==> config.mk <==
export PLATFORM = sky130hd
export DESIGN_NAME = md5_message_digest
export DESIGN_NICKNAME = d
export VERILOG_FILES = /design/src/hw/rtl/md5_pkg.sv /design/src/hw/rtl/md5_front.sv /design/src/hw/rtl/md5_back.sv /design/src/hw/rtl/md5_message_digest.sv
export SDC_FILE = /design/constraint.sdc
export NUM_CORES = 2
export LEC_CHECK = 0
export BUFFER_PORTS_ARGS = -buffer_cell sky130_fd_sc_hd__buf_4
export CAP_MARGIN = 10
export CORE_AREA = 2 2 321 323
export CTS_BUF_LIST = sky130_fd_sc_hd__clkbuf_4 sky130_fd_sc_hd__clkbuf_8
export CTS_CLUSTER_SIZE = 8
export DETAILED_ROUTE_END_ITERATION = 10
export DIE_AREA = 0 0 323 325
export PLACE_DENSITY = 0.71
export SLEW_MARGIN = 10
export SYNTH_ARGS = -nofsm -noshare
export SYNTH_HDL_FRONTEND = slang
export SYNTH_HIERARCHICAL = 1
export SYNTH_SLANG_ARGS = --single-unit
export TNS_END_PERCENT = 5
==> constraint.sdc <==
create_clock -name clk -period 22.7 [get_ports clk]
set_input_delay 2.27 -clock clk [delete_from_list [all_inputs] [get_ports clk]]
set_output_delay 2.27 -clock clk [all_outputs]
set_load 0.05 [all_outputs]
==> src/hw/rtl/md5_pkg.sv <==
package md5_pkg;

  typedef enum logic [1:0] {
    CMD_ABSORB  = 2'd0,
    CMD_FINISH  = 2'd1,
    CMD_RESTART = 2'd2,
    CMD_NONE    = 2'd3
  } cmd_t;

  typedef struct packed {
    logic [1:0] command;
    logic [7:0] data_byte;
  } in_item_t;

  typedef struct packed {
    logic [63:0] digest_part;
    logic        part_index;
    logic        last;
  } out_item_t;

  localparam int QUEUE_DEPTH = 4;

  localparam logic [31:0] IV_A = 32'h67452301;
  localparam logic [31:0] IV_B = 32'hefcdab89;
  localparam logic [31:0] IV_C = 32'h98badcfe;
  localparam logic [31:0] IV_D = 32'h10325476;

  typedef enum logic [2:0] {
    ST_IDLE,
    ST_PAD,
    ST_ROUND,
    ST_OUT0,
    ST_OUT1
  } state_t;

  function automatic logic [4:0] rot_amt(input logic [5:0] i);
    logic [4:0] r;
    r = 5'd0;
    unique case ({i[5:4], i[1:0]})
      4'b0000: r = 5'd7;
      4'b0001: r = 5'd12;
      4'b0010: r = 5'd17;
      4'b0011: r = 5'd22;
      4'b0100: r = 5'd5;
      4'b0101: r = 5'd9;
      4'b0110: r = 5'd14;
      4'b0111: r = 5'd20;
      4'b1000: r = 5'd4;
      4'b1001: r = 5'd11;
      4'b1010: r = 5'd16;
      4'b1011: r = 5'd23;
      4'b1100: r = 5'd6;
      4'b1101: r = 5'd10;
      4'b1110: r = 5'd15;
      default: r = 5'd21;
    endcase
    return r;
  endfunction

  localparam logic [31:0] ROUND_K [64] = '{
    32'hd76aa478,32'he8c7b756,32'h242070db,32'hc1bdceee,32'hf57c0faf,32'h4787c62a,
    32'ha8304613,32'hfd469501,32'h698098d8,32'h8b44f7af,32'hffff5bb1,32'h895cd7be,
    32'h6b901122,32'hfd987193,32'ha679438e,32'h49b40821,32'hf61e2562,32'hc040b340,
    32'h265e5a51,32'he9b6c7aa,32'hd62f105d,32'h02441453,32'hd8a1e681,32'he7d3fbc8,
    32'h21e1cde6,32'hc33707d6,32'hf4d50d87,32'h455a14ed,32'ha9e3e905,32'hfcefa3f8,
    32'h676f02d9,32'h8d2a4c8a,32'hfffa3942,32'h8771f681,32'h6d9d6122,32'hfde5380c,
    32'ha4beea44,32'h4bdecfa9,32'hf6bb4b60,32'hbebfbc70,32'h289b7ec6,32'heaa127fa,
    32'hd4ef3085,32'h04881d05,32'hd9d4d039,32'he6db99e5,32'h1fa27cf8,32'hc4ac5665,
    32'hf4292244,32'h432aff97,32'hab9423a7,32'hfc93a039,32'h655b59c3,32'h8f0ccc92,
    32'hffeff47d,32'h85845dd1,32'h6fa87e4f,32'hfe2ce6e0,32'ha3014314,32'h4e0811a1,
    32'hf7537e82,32'hbd3af235,32'h2ad7d2bb,32'heb86d391
  };

  function automatic logic [3:0] word_sel(input logic [5:0] i);
    logic [3:0] g;
    g = 4'd0;
    unique case (i[5:4])
      2'd0: g = i[3:0];
      2'd1: g = 4'(5 * i + 1);
      2'd2: g = 4'(3 * i + 5);
      default: g = 4'(7 * i);
    endcase
    return g;
  endfunction

  function automatic logic [63:0] swap_bytes(input logic [31:0] x, input logic [31:0] y);
    return {x[7:0], x[15:8], x[23:16], x[31:24], y[7:0], y[15:8], y[23:16], y[31:24]};
  endfunction

endpackage

==> src/hw/rtl/md5_front.sv <==
module md5_front #(
  parameter int DEPTH = md5_pkg::QUEUE_DEPTH
) (
  input  logic              clk,
  input  logic              rst,
  input  logic              push,
  output logic              full,
  input  md5_pkg::in_item_t in_item,
  input  logic              take,
  output logic              avail,
  output md5_pkg::in_item_t head
);
  localparam int AW = (DEPTH > 1) ? $clog2(DEPTH) : 1;

  md5_pkg::in_item_t mem [DEPTH];
  logic [AW-1:0] wr_ptr;
  logic [AW-1:0] rd_ptr;
  logic [AW:0]   count;
  logic          keep;
  logic          do_push;
  logic          do_pop;

  // the unused command code never enters the queue
  assign keep    = in_item.command != md5_pkg::CMD_NONE;
  assign full    = count == (AW + 1)'(DEPTH);
  assign avail   = count != '0;
  assign do_push = push && !full && keep;
  assign do_pop  = take && avail;
  assign head    = mem[rd_ptr];

  always_ff @(posedge clk) begin
    if (do_push) begin
      mem[wr_ptr] <= in_item;
    end
  end

  always_ff @(posedge clk) begin
    if (rst) begin
      wr_ptr <= '0;
      rd_ptr <= '0;
      count  <= '0;
    end else begin
      if (do_push) begin
        wr_ptr <= (wr_ptr == AW'(DEPTH - 1)) ? '0 : wr_ptr + 1'b1;
      end
      if (do_pop) begin
        rd_ptr <= (rd_ptr == AW'(DEPTH - 1)) ? '0 : rd_ptr + 1'b1;
      end
      count <= count + (AW + 1)'(do_push) - (AW + 1)'(do_pop);
    end
  end

`ifndef SYNTHESIS
  a_no_overflow: assert property (@(posedge clk) disable iff (rst)
    count <= (AW + 1)'(DEPTH)) else $error("queue overflow");
  a_pop_nonempty: assert property (@(posedge clk) disable iff (rst)
    (count == '0) |-> !do_pop) else $error("pop from empty queue");
  a_count_step: assert property (@(posedge clk) disable iff (rst)
    (do_push && !do_pop) |=> count == $past(count) + 1'b1) else $error("count slip");
`endif
endmodule

==> src/hw/rtl/md5_back.sv <==
module md5_back (
  input  logic               clk,
  input  logic               rst,
  input  logic               avail,
  input  md5_pkg::in_item_t  head,
  output logic               take,
  output logic               empty,
  input  logic               pop,
  output md5_pkg::out_item_t out_item
);
  md5_pkg::state_t state, state_next;

  // block buffer as sixteen little-endian words, filled a byte at a time
  logic [31:0] blk [16];
  logic [31:0] h [4];
  logic [31:0] a, b, c, d;
  logic [5:0]  fill;
  logic [60:0] msg_bytes;
  logic        finished;
  logic [5:0]  rnd;
  logic        padding;
  logic        extra;

  logic [31:0] f, sum, rot, w;
  logic [3:0]  g;
  logic [4:0]  sh;
  logic [63:0] bits;
  logic [7:0]  pad_byte;
  logic        is_absorb, is_finish, is_restart;

  assign is_absorb  = head.command == md5_pkg::CMD_ABSORB;
  assign is_finish  = head.command == md5_pkg::CMD_FINISH;
  assign is_restart = head.command == md5_pkg::CMD_RESTART;
  assign bits       = {msg_bytes, 3'b000};

  always_comb begin
    pad_byte = 8'h00;
    if (!padding) begin
      pad_byte = 8'h80;
    end else if (fill >= 6'd56 && !extra) begin
      pad_byte = bits[8 * fill[2:0] +: 8];
    end
  end

  always_comb begin
    unique case (rnd[5:4])
      2'd0: f = (b & c) | (~b & d);
      2'd1: f = (d & b) | (~d & c);
      2'd2: f = b ^ c ^ d;
      default: f = c ^ (b | ~d);
    endcase
    g   = md5_pkg::word_sel(rnd);
    sh  = md5_pkg::rot_amt(rnd);
    w   = blk[g];
    sum = a + f + md5_pkg::ROUND_K[rnd] + w;
    rot = (sum << sh) | (sum >> (6'd32 - {1'b0, sh}));
  end

  always_comb begin
    state_next = state;
    unique case (state)
      md5_pkg::ST_IDLE: begin
        if (avail) begin
          priority if (is_absorb && !finished && fill == 6'd63) begin
            state_next = md5_pkg::ST_ROUND;
          end else if (is_finish && !finished) begin
            state_next = md5_pkg::ST_PAD;
          end else if (is_finish) begin
            state_next = md5_pkg::ST_OUT0;
          end
        end
      end
      md5_pkg::ST_PAD: begin
        if (fill == 6'd63) begin
          state_next = md5_pkg::ST_ROUND;
        end
      end
      md5_pkg::ST_ROUND: begin
        if (rnd == 6'd63) begin
          priority if (padding && extra) begin
            state_next = md5_pkg::ST_PAD;
          end else if (padding) begin
            state_next = md5_pkg::ST_OUT0;
          end else begin
            state_next = md5_pkg::ST_IDLE;
          end
        end
      end
      md5_pkg::ST_OUT0: if (pop) state_next = md5_pkg::ST_OUT1;
      md5_pkg::ST_OUT1: if (pop) state_next = md5_pkg::ST_IDLE;
      default: state_next = md5_pkg::ST_IDLE;
    endcase
  end

  always_comb begin
    take = (state == md5_pkg::ST_IDLE) && avail;
    empty = !(state == md5_pkg::ST_OUT0 || state == md5_pkg::ST_OUT1);
    out_item.part_index = state == md5_pkg::ST_OUT1;
    out_item.last       = state == md5_pkg::ST_OUT1;
    out_item.digest_part = (state == md5_pkg::ST_OUT1) ? md5_pkg::swap_bytes(h[2], h[3])
                                                       : md5_pkg::swap_bytes(h[0], h[1]);
  end

  always_ff @(posedge clk) begin
    if (state == md5_pkg::ST_IDLE && avail && is_absorb && !finished) begin
      blk[fill[5:2]][8 * fill[1:0] +: 8] <= head.data_byte;
    end else if (state == md5_pkg::ST_PAD) begin
      blk[fill[5:2]][8 * fill[1:0] +: 8] <= pad_byte;
    end
    if (state == md5_pkg::ST_ROUND) begin
      a <= d;
      d <= c;
      c <= b;
      b <= b + rot;
    end else begin
      a <= h[0];
      b <= h[1];
      c <= h[2];
      d <= h[3];
    end
  end

  always_ff @(posedge clk) begin
    if (rst) begin
      state     <= md5_pkg::ST_IDLE;
      h[0]      <= md5_pkg::IV_A;
      h[1]      <= md5_pkg::IV_B;
      h[2]      <= md5_pkg::IV_C;
      h[3]      <= md5_pkg::IV_D;
      fill      <= '0;
      msg_bytes <= '0;
      finished  <= 1'b0;
      rnd       <= '0;
      padding   <= 1'b0;
      extra     <= 1'b0;
    end else begin
      state <= state_next;
      unique case (state)
        md5_pkg::ST_IDLE: begin
          if (avail) begin
            if (is_restart) begin
              h[0]      <= md5_pkg::IV_A;
              h[1]      <= md5_pkg::IV_B;
              h[2]      <= md5_pkg::IV_C;
              h[3]      <= md5_pkg::IV_D;
              fill      <= '0;
              msg_bytes <= '0;
              finished  <= 1'b0;
              padding   <= 1'b0;
              extra     <= 1'b0;
            end else if (is_absorb && !finished) begin
              fill      <= fill + 1'b1;
              msg_bytes <= msg_bytes + 1'b1;
            end
          end
          rnd <= '0;
        end
        md5_pkg::ST_PAD: begin
          // no room left for the length after the 0x80 byte
          if (!padding) begin
            extra <= fill >= 6'd56;
          end
          fill    <= fill + 1'b1;
          padding <= 1'b1;
          rnd     <= '0;
        end
        md5_pkg::ST_ROUND: begin
          rnd <= rnd + 1'b1;
          if (rnd == 6'd63) begin
            h[0] <= h[0] + d;
            h[1] <= h[1] + b + rot;
            h[2] <= h[2] + b;
            h[3] <= h[3] + c;
            // the block that carried the length closes the message
            if (padding) begin
              if (extra) begin
                extra <= 1'b0;
              end else begin
                finished <= 1'b1;
                padding  <= 1'b0;
              end
            end
          end
        end
        default: begin
        end
      endcase
    end
  end

`ifndef SYNTHESIS
  a_take_idle: assert property (@(posedge clk) disable iff (rst)
    take |-> state == md5_pkg::ST_IDLE) else $error("take outside idle");
  a_out_order: assert property (@(posedge clk) disable iff (rst)
    (state == md5_pkg::ST_OUT0 && pop) |=> state == md5_pkg::ST_OUT1)
    else $error("digest part order");
  a_out_done: assert property (@(posedge clk) disable iff (rst)
    (state == md5_pkg::ST_OUT0) |-> finished) else $error("digest before finish");
`endif
endmodule

==> src/hw/rtl/md5_message_digest.sv <==
// channel  | handshake     | payload
// input    | push / full   | in_item  (command, data_byte)
// result   | empty / pop   | out_item (digest_part, part_index, last)
// absorb stores one byte, and runs the rounds when it fills a block
// finish pads one byte a cycle, hashes each padded block, then gives two parts
// the single round unit in the back end sets the rate
// a four-entry queue lets the front take items while the rounds run
// rst is synchronous and returns the chaining words to the initial values
module md5_message_digest #(
  parameter int QUEUE_DEPTH = md5_pkg::QUEUE_DEPTH
) (
  input  logic               clk,
  input  logic               rst,
  input  logic               push,
  output logic               full,
  input  md5_pkg::in_item_t  in_item,
  output logic               empty,
  input  logic               pop,
  output md5_pkg::out_item_t out_item
);
  logic              take;
  logic              avail;
  md5_pkg::in_item_t head;

  md5_front #(.DEPTH(QUEUE_DEPTH)) u_front (
    .clk, .rst, .push, .full, .in_item, .take, .avail, .head
  );

  md5_back u_back (
    .clk, .rst, .avail, .head, .take, .empty, .pop, .out_item
  );
endmodule
# [After elaboration in Yosys (flattened, before gate mapping)]
# Memories as Yosys holds them, arrays and structs flattened. A register that Yosys moved wholly into a read port is not among the register bits.
# Index checks and enable logic that the tools add are counted.
[op_classes] n_addsub=20 n_mul=3 n_lt_le_gt_ge=2 eq_ne=25 shifts=6 n_mux=107 bitwise_logic=54 n_reduce_logical=32
[ops] op="two-way mux 32 bit" n=16
[ops] op="adder 32 bit" n=9
[ops] op="AND 32 bit" n=4
[ops] op="bitwise OR 32 bit" n=4
[ops] op="two-way mux 61 bit" n=2
[ops] op="case mux 32 bit (3 select lines)" n=1
[ops] op="bitwise XOR 32 bit" n=3
[ops] op="indexed part select 8 x 34 -> 32 bit" n=2
[ops] op="two-way mux 64 bit" n=1
[ops] op="NOT 32 bit" n=2
[ops] op="indexed part select 64 x 7 -> 8 bit" n=1
[ops] op="adder 61 x 1 -> 61 bit, second input constant" n=1
[ops] op="two-way mux 1 bit" n=59
[ops] op="bitwise OR 1 bit" n=40
[ops] op="negator 5 -> 34 bit" n=1
[ops] op="variable shift 8 x 34 -> 32 bit, first input constant" n=1
[ops] op="<< shifter 32 x 5 -> 32 bit" n=1
[ops] op=">> shifter 32 x 6 -> 32 bit" n=1
[ops] op="two-way mux 3 bit" n=9
[ops] op="case mux 6 bit (2 select lines)" n=2
[ops] op="two-way mux 6 bit" n=3
[ops] op="AND reduction 6 bit" n=3
[ops] op="two-way mux 8 bit" n=2
[ops] op="case mux 3 bit (5 select lines)" n=1
[ops] op="other kinds (37)" n=80
[word_totals] ff_bits=214 ramBits=680 rom_bits=2128 inputBits=14 out_inout_bits=68 n_memories=5
[memory_table] name="(no name shown)" depth=64 word_bits=32 rd=1 rd_ports_with_merged_regs=0 wr=0 line="md5_back.sv:55" source="sum = a + f + md5_pkg::ROUND_K[rnd] + w;"
[memory_table] name="u_back.blk" depth=16 word_bits=32 rd=1 rd_ports_with_merged_regs=0 wr=1 line="md5_back.sv:14" source="logic [31:0] blk [16];"
[memory_table] name="u_back.h" depth=4 word_bits=32 rd=4 rd_ports_with_merged_regs=0 wr=4 line="md5_back.sv:15" source="logic [31:0] h [4];"
[memory_table] name="(no name shown)" depth=16 word_bits=5 rd=1 rd_ports_with_merged_regs=1 wr=0 line="md5_pkg.sv:39" source="unique case ({i[5:4], i[1:0]})"
[memory_table] name="u_front.mem" depth=4 word_bits=10 rd=1 rd_ports_with_merged_regs=1 wr=1 line="md5_front.sv:15" source="md5_pkg::in_item_t mem [DEPTH];"

# [Logic depth before layout (Yosys ltp)]
[logic_depth] ltp_word=11 depth_mapped=51 depth_no_buf=46

# [By module]
# Netlist, hierarchy kept.
[modules_own_cells] mod="md5_back" instances=1 cells_per_inst=5280 area_per_inst_um2=53608.9 seq_area_each_um2=23142.2
[modules_own_cells] mod="md5_front" instances=1 cells_per_inst=104 area_per_inst_um2=1939.4 seq_area_each_um2=1381.3

# [Least setup slack after synthesis]
# OpenSTA, ideal clock, no wires.
[synth_timing] kind="register -> register" startpoint="register u_back.rnd[2]" endpoint="memory u_back.h[1][31], data pin" setup_ps=267 arrival_time_ps=12370 slack_ps=10063 path_stages_with_launch=47 path_buffers=6 period_less_slack_ps=12637 path_cell_list="dfxtp_1 clkbuf_1 inv_1 clkbuf_1 clkbuf_1 ha_1 fa_1 xnor2_1 xnor2_1 mux2i_1 mux2i_1 clkbuf_1 clkbuf_1 buf_1 mux2i_1 a21oi_1 fa_1 inv_1 [11 not listed] a21o_1 mux2_2 a221o_1 fa_1 ha_1 fa_1 a21oi_1 o21bai_1 a2111oi_0 o21ai_0 a311oi_1 o21ai_0 a31oi_1 nor3_1 o41ai_1 xnor2_1 a21oi_1 nand3b_1"
[synth_rtl] item="start, declared" line="md5_back.sv:20" source="logic [5:0] rnd;"
[synth_rtl] item="start signal, assigned" line="md5_back.sv:168" source="rnd <= rnd + 1'b1;"
[synth_rtl] item="end, declared" line="md5_back.sv:15"

==> impl_metrics.json <==
{
  "outcome": "finished clean",
  "clockRootBuffer": "clkbuf_8",
  "worstMarginPinSlew_ns": 1.22,
  "synth_enable_flop_cells": 648,
  "wl_per_cell_um": 24.8,
  "max_freq_mhz": 65.8,
  "ys_seq_area_frac": 0.441,
  "clock_latency_ns": 0.89,
  "cp_slowest_cell": "ha_1",
  "ys_ff_latch": 901,
  "arrival_ns": 15.77,
  "layout-drive-gt1-share": 0.137,
  "cts_buffers": 154,
  "grt_overflow": 0,
  "ant_nets": 0,
  "fp.dieH_um": 325,
  "synth.area.top_cells": "edfxtp_1 35%, dfxtp_1 9.1%, mux4_2 7.3%, ha_1 5.2%, nand2_1 4.6%",
  "synth_cell_types": 94,
  "endpoint_kind": "register",
  "num_vias": 43600,
  "clk_pin_slew_ns": 0.06,
  "finClkSkew_ns": 0.0568,
  "crit_fanout": 52,
  "initial_core_util": 0.548,
  "nNetsFinal": 5758,
  "slowest_delay_ns": 0.91,
  "synthArstFlopShare": 0,
  "drcViolationCount": 0,
  "syn_to_final_growth_pct": 9.32,
  "path_class": "reg2reg",
  "grt_max_degree": 85,
  "avgSynthCellArea_um2": 10.3,
  "period_needed_ns": 15.19,
  "io_buffers": 81,
  "rows": 117,
  "core_area_mm2": 0.101,
  "viasPerCell": 6.32,
  "slew_violations": 0,
  "holdWs_ns": 0.461,
  "clock_sinks": 901,
  "routabilityCongestion": 1.02,
  "yosysTopAreaCell": "edfxtp_1",
  "ys_warn_count": 6,
  "ys_top_cells_by_count": "680 x nand2_1, 648 x edfxtp_1, 456 x nor2_1",
  "dieArea_mm2": 0.105,
  "fin_tns_setup_ns": 0,
  "critPathRequiredTime_ns": 23.28,
  "hpwl_um": 125000,
  "finalCritPeriodShare": 0.669,
  "cts_tree": "done",
  "post_cts_buffers": 0,
  "start_kind": "register",
  "drt-pass1-iter-count": 6,
  "drv_cap": 0,
  "antenna_found_initial": 3,
  "hold_path_class": "reg2reg",
  "synth_top_area_share": 0.350,
  "drt-initial-drc-count": 5021,
  "synth_area_mm2": 0.0555,
  "setup_violations": 0,
  "hold_violations": 0,
  "htreeDepth": 4,
  "grtUsageTotal": 0.324,
  "cts_resized": 0,
  "synth.most_common_cell": "nand2_1",
  "grt_pass1_vias": 41100,
  "postCtsHoldBufs": 0,
  "syn_inst": 5384,
  "syn-num-nets": 5732,
  "rsz0062_at_grt": "no",
  "totalWireLength_um": 171000,
  "grt_pass1_wl_um": 256000,
  "clk_path_buf_depth": 3,
  "max-slew-margin-rel": 0.184,
  "synth-main-ff-cell": "edfxtp_1",
  "io_pins": 82,
  "dieWidth_um": 323
}
sequential cells by signal, summed over array words and instances (netlist names), 5 cells and up, named ones only:
register,count
u_back/b,32
u_back/rnd,6
u_front/mem,40
u_back/a,32
u_back/d,32
u_back/blk,512
u_back/msg_bytes,61
u_back/fill,6
u_back/sh,5
u_back/h,128
u_back/c,32
worst paths after layout:
| kind | start | end | slack [ns] | cells after the start |
|---|---|---|---|---|
| max | u_back/rnd[1]$_SDFFE_PP0N_ | u_back/h[1][31]$_SDFFCE_PN1P_ | 7.51 | 40 |
| min | u_back/h[2][31]$_SDFFE_PP1P_ | u_back/c[31]$_DFF_P_ | 0.46 | 2 |
| max reg2reg | u_back/rnd[1]$_SDFFE_PP0N_ | u_back/h[1][31]$_SDFFCE_PN1P_ | 7.51 | 40 |
| min reg2reg | u_back/h[2][31]$_SDFFE_PP1P_ | u_back/c[31]$_DFF_P_ | 0.46 | 2 |
worst max-delay path, delay by kind of cell, from the launching register on:
kind	cells	cell delay, ns
xor gates and xnor gates	2	0.80
DFF	1	0.30
AOI/OAI and AO/OA	16	5.23
buffers and inverters	5	2.64
and+or+nand+nor	6	1.09
adders and majority gates	7	3.44
muxes	4	1.35
layout make-up:
type	instances	area (um2)
fill	8377	40600
multi-input combinational	3923	29000
sequential	901	24500
clock buffer	235	2800
tap	1368	1710
timing repair buffer	153	1150
inverter	277	1040
clock inverter	46	479
antenna	2	5.00
per-layer routing:
layer  track usage  vias up  wire, um
met2         0.506     2202     78200
met4         0.153        4      9020
met3        0.0636      474     15200
met1         0.436    21200     69000
met5             0        -        27
li1              -    19800         -
cells in the final DEF, fill, tap and decap left out, types with 48 or more instances in the layout:
cell type / synthesis / layout
a211oi_1: 113 / 110
a21o_1: 85 / 84
a21oi_1: 377 / 363
a31oi_1: 52 / 52
buf_4: 1 / 153
clkbuf_4: 0 / 70
clkbuf_8: 0 / 165
dfxtp_1: 253 / 248
edfxtp_1: 648 / 648
fa_1: 104 / 104
ha_1: 230 / 230
inv_1: 269 / 269
mux2_2: 79 / 79
mux2i_1: 113 / 112
mux4_2: 179 / 179
nand2_1: 680 / 679
nand2b_1: 49 / 49
nand3_1: 90 / 90
nor2_1: 456 / 455
nor2b_1: 70 / 69
nor3_1: 93 / 91
o21ai_0: 356 / 356
or3_1: 49 / 48
xnor2_1: 131 / 131
xor2_1: 113 / 112
kinds of logic (layout without fill, tap and decap cells):
logic type,after synthesis,count (layout),synth area share
fa+ha+maj,343,343,0.0909
other cells,0,2,0
compound gates,1337,1337,0.151
buf+inv,560,711,0.0387
mux,372,372,0.109
flops,901,901,0.441
simple gates,1625,1625,0.129
xor+xnor,246,246,0.0393
through the flow:
| step | cell area [um2] | util | std cells | worst slack (ns) |
|---|---|---|---|---|
| floorplan | 55500 | - | 5384 | 10.06 |
| global placement | 57400 | 0.566 | 6621 | 8.08 |
| detailed placement | 57400 | 0.566 | 6621 | 7.68 |
| CTS | 60700 | 0.599 | 6902 | 7.64 |
| global route | 60700 | 0.599 | 6904 | 6.31 |
| finish | 60700 | 0.599 | 6905 | 7.51 |
Power is not shown: default switching activity piles up to over one toggle a cycle in this logic, so the estimate is an artifact.
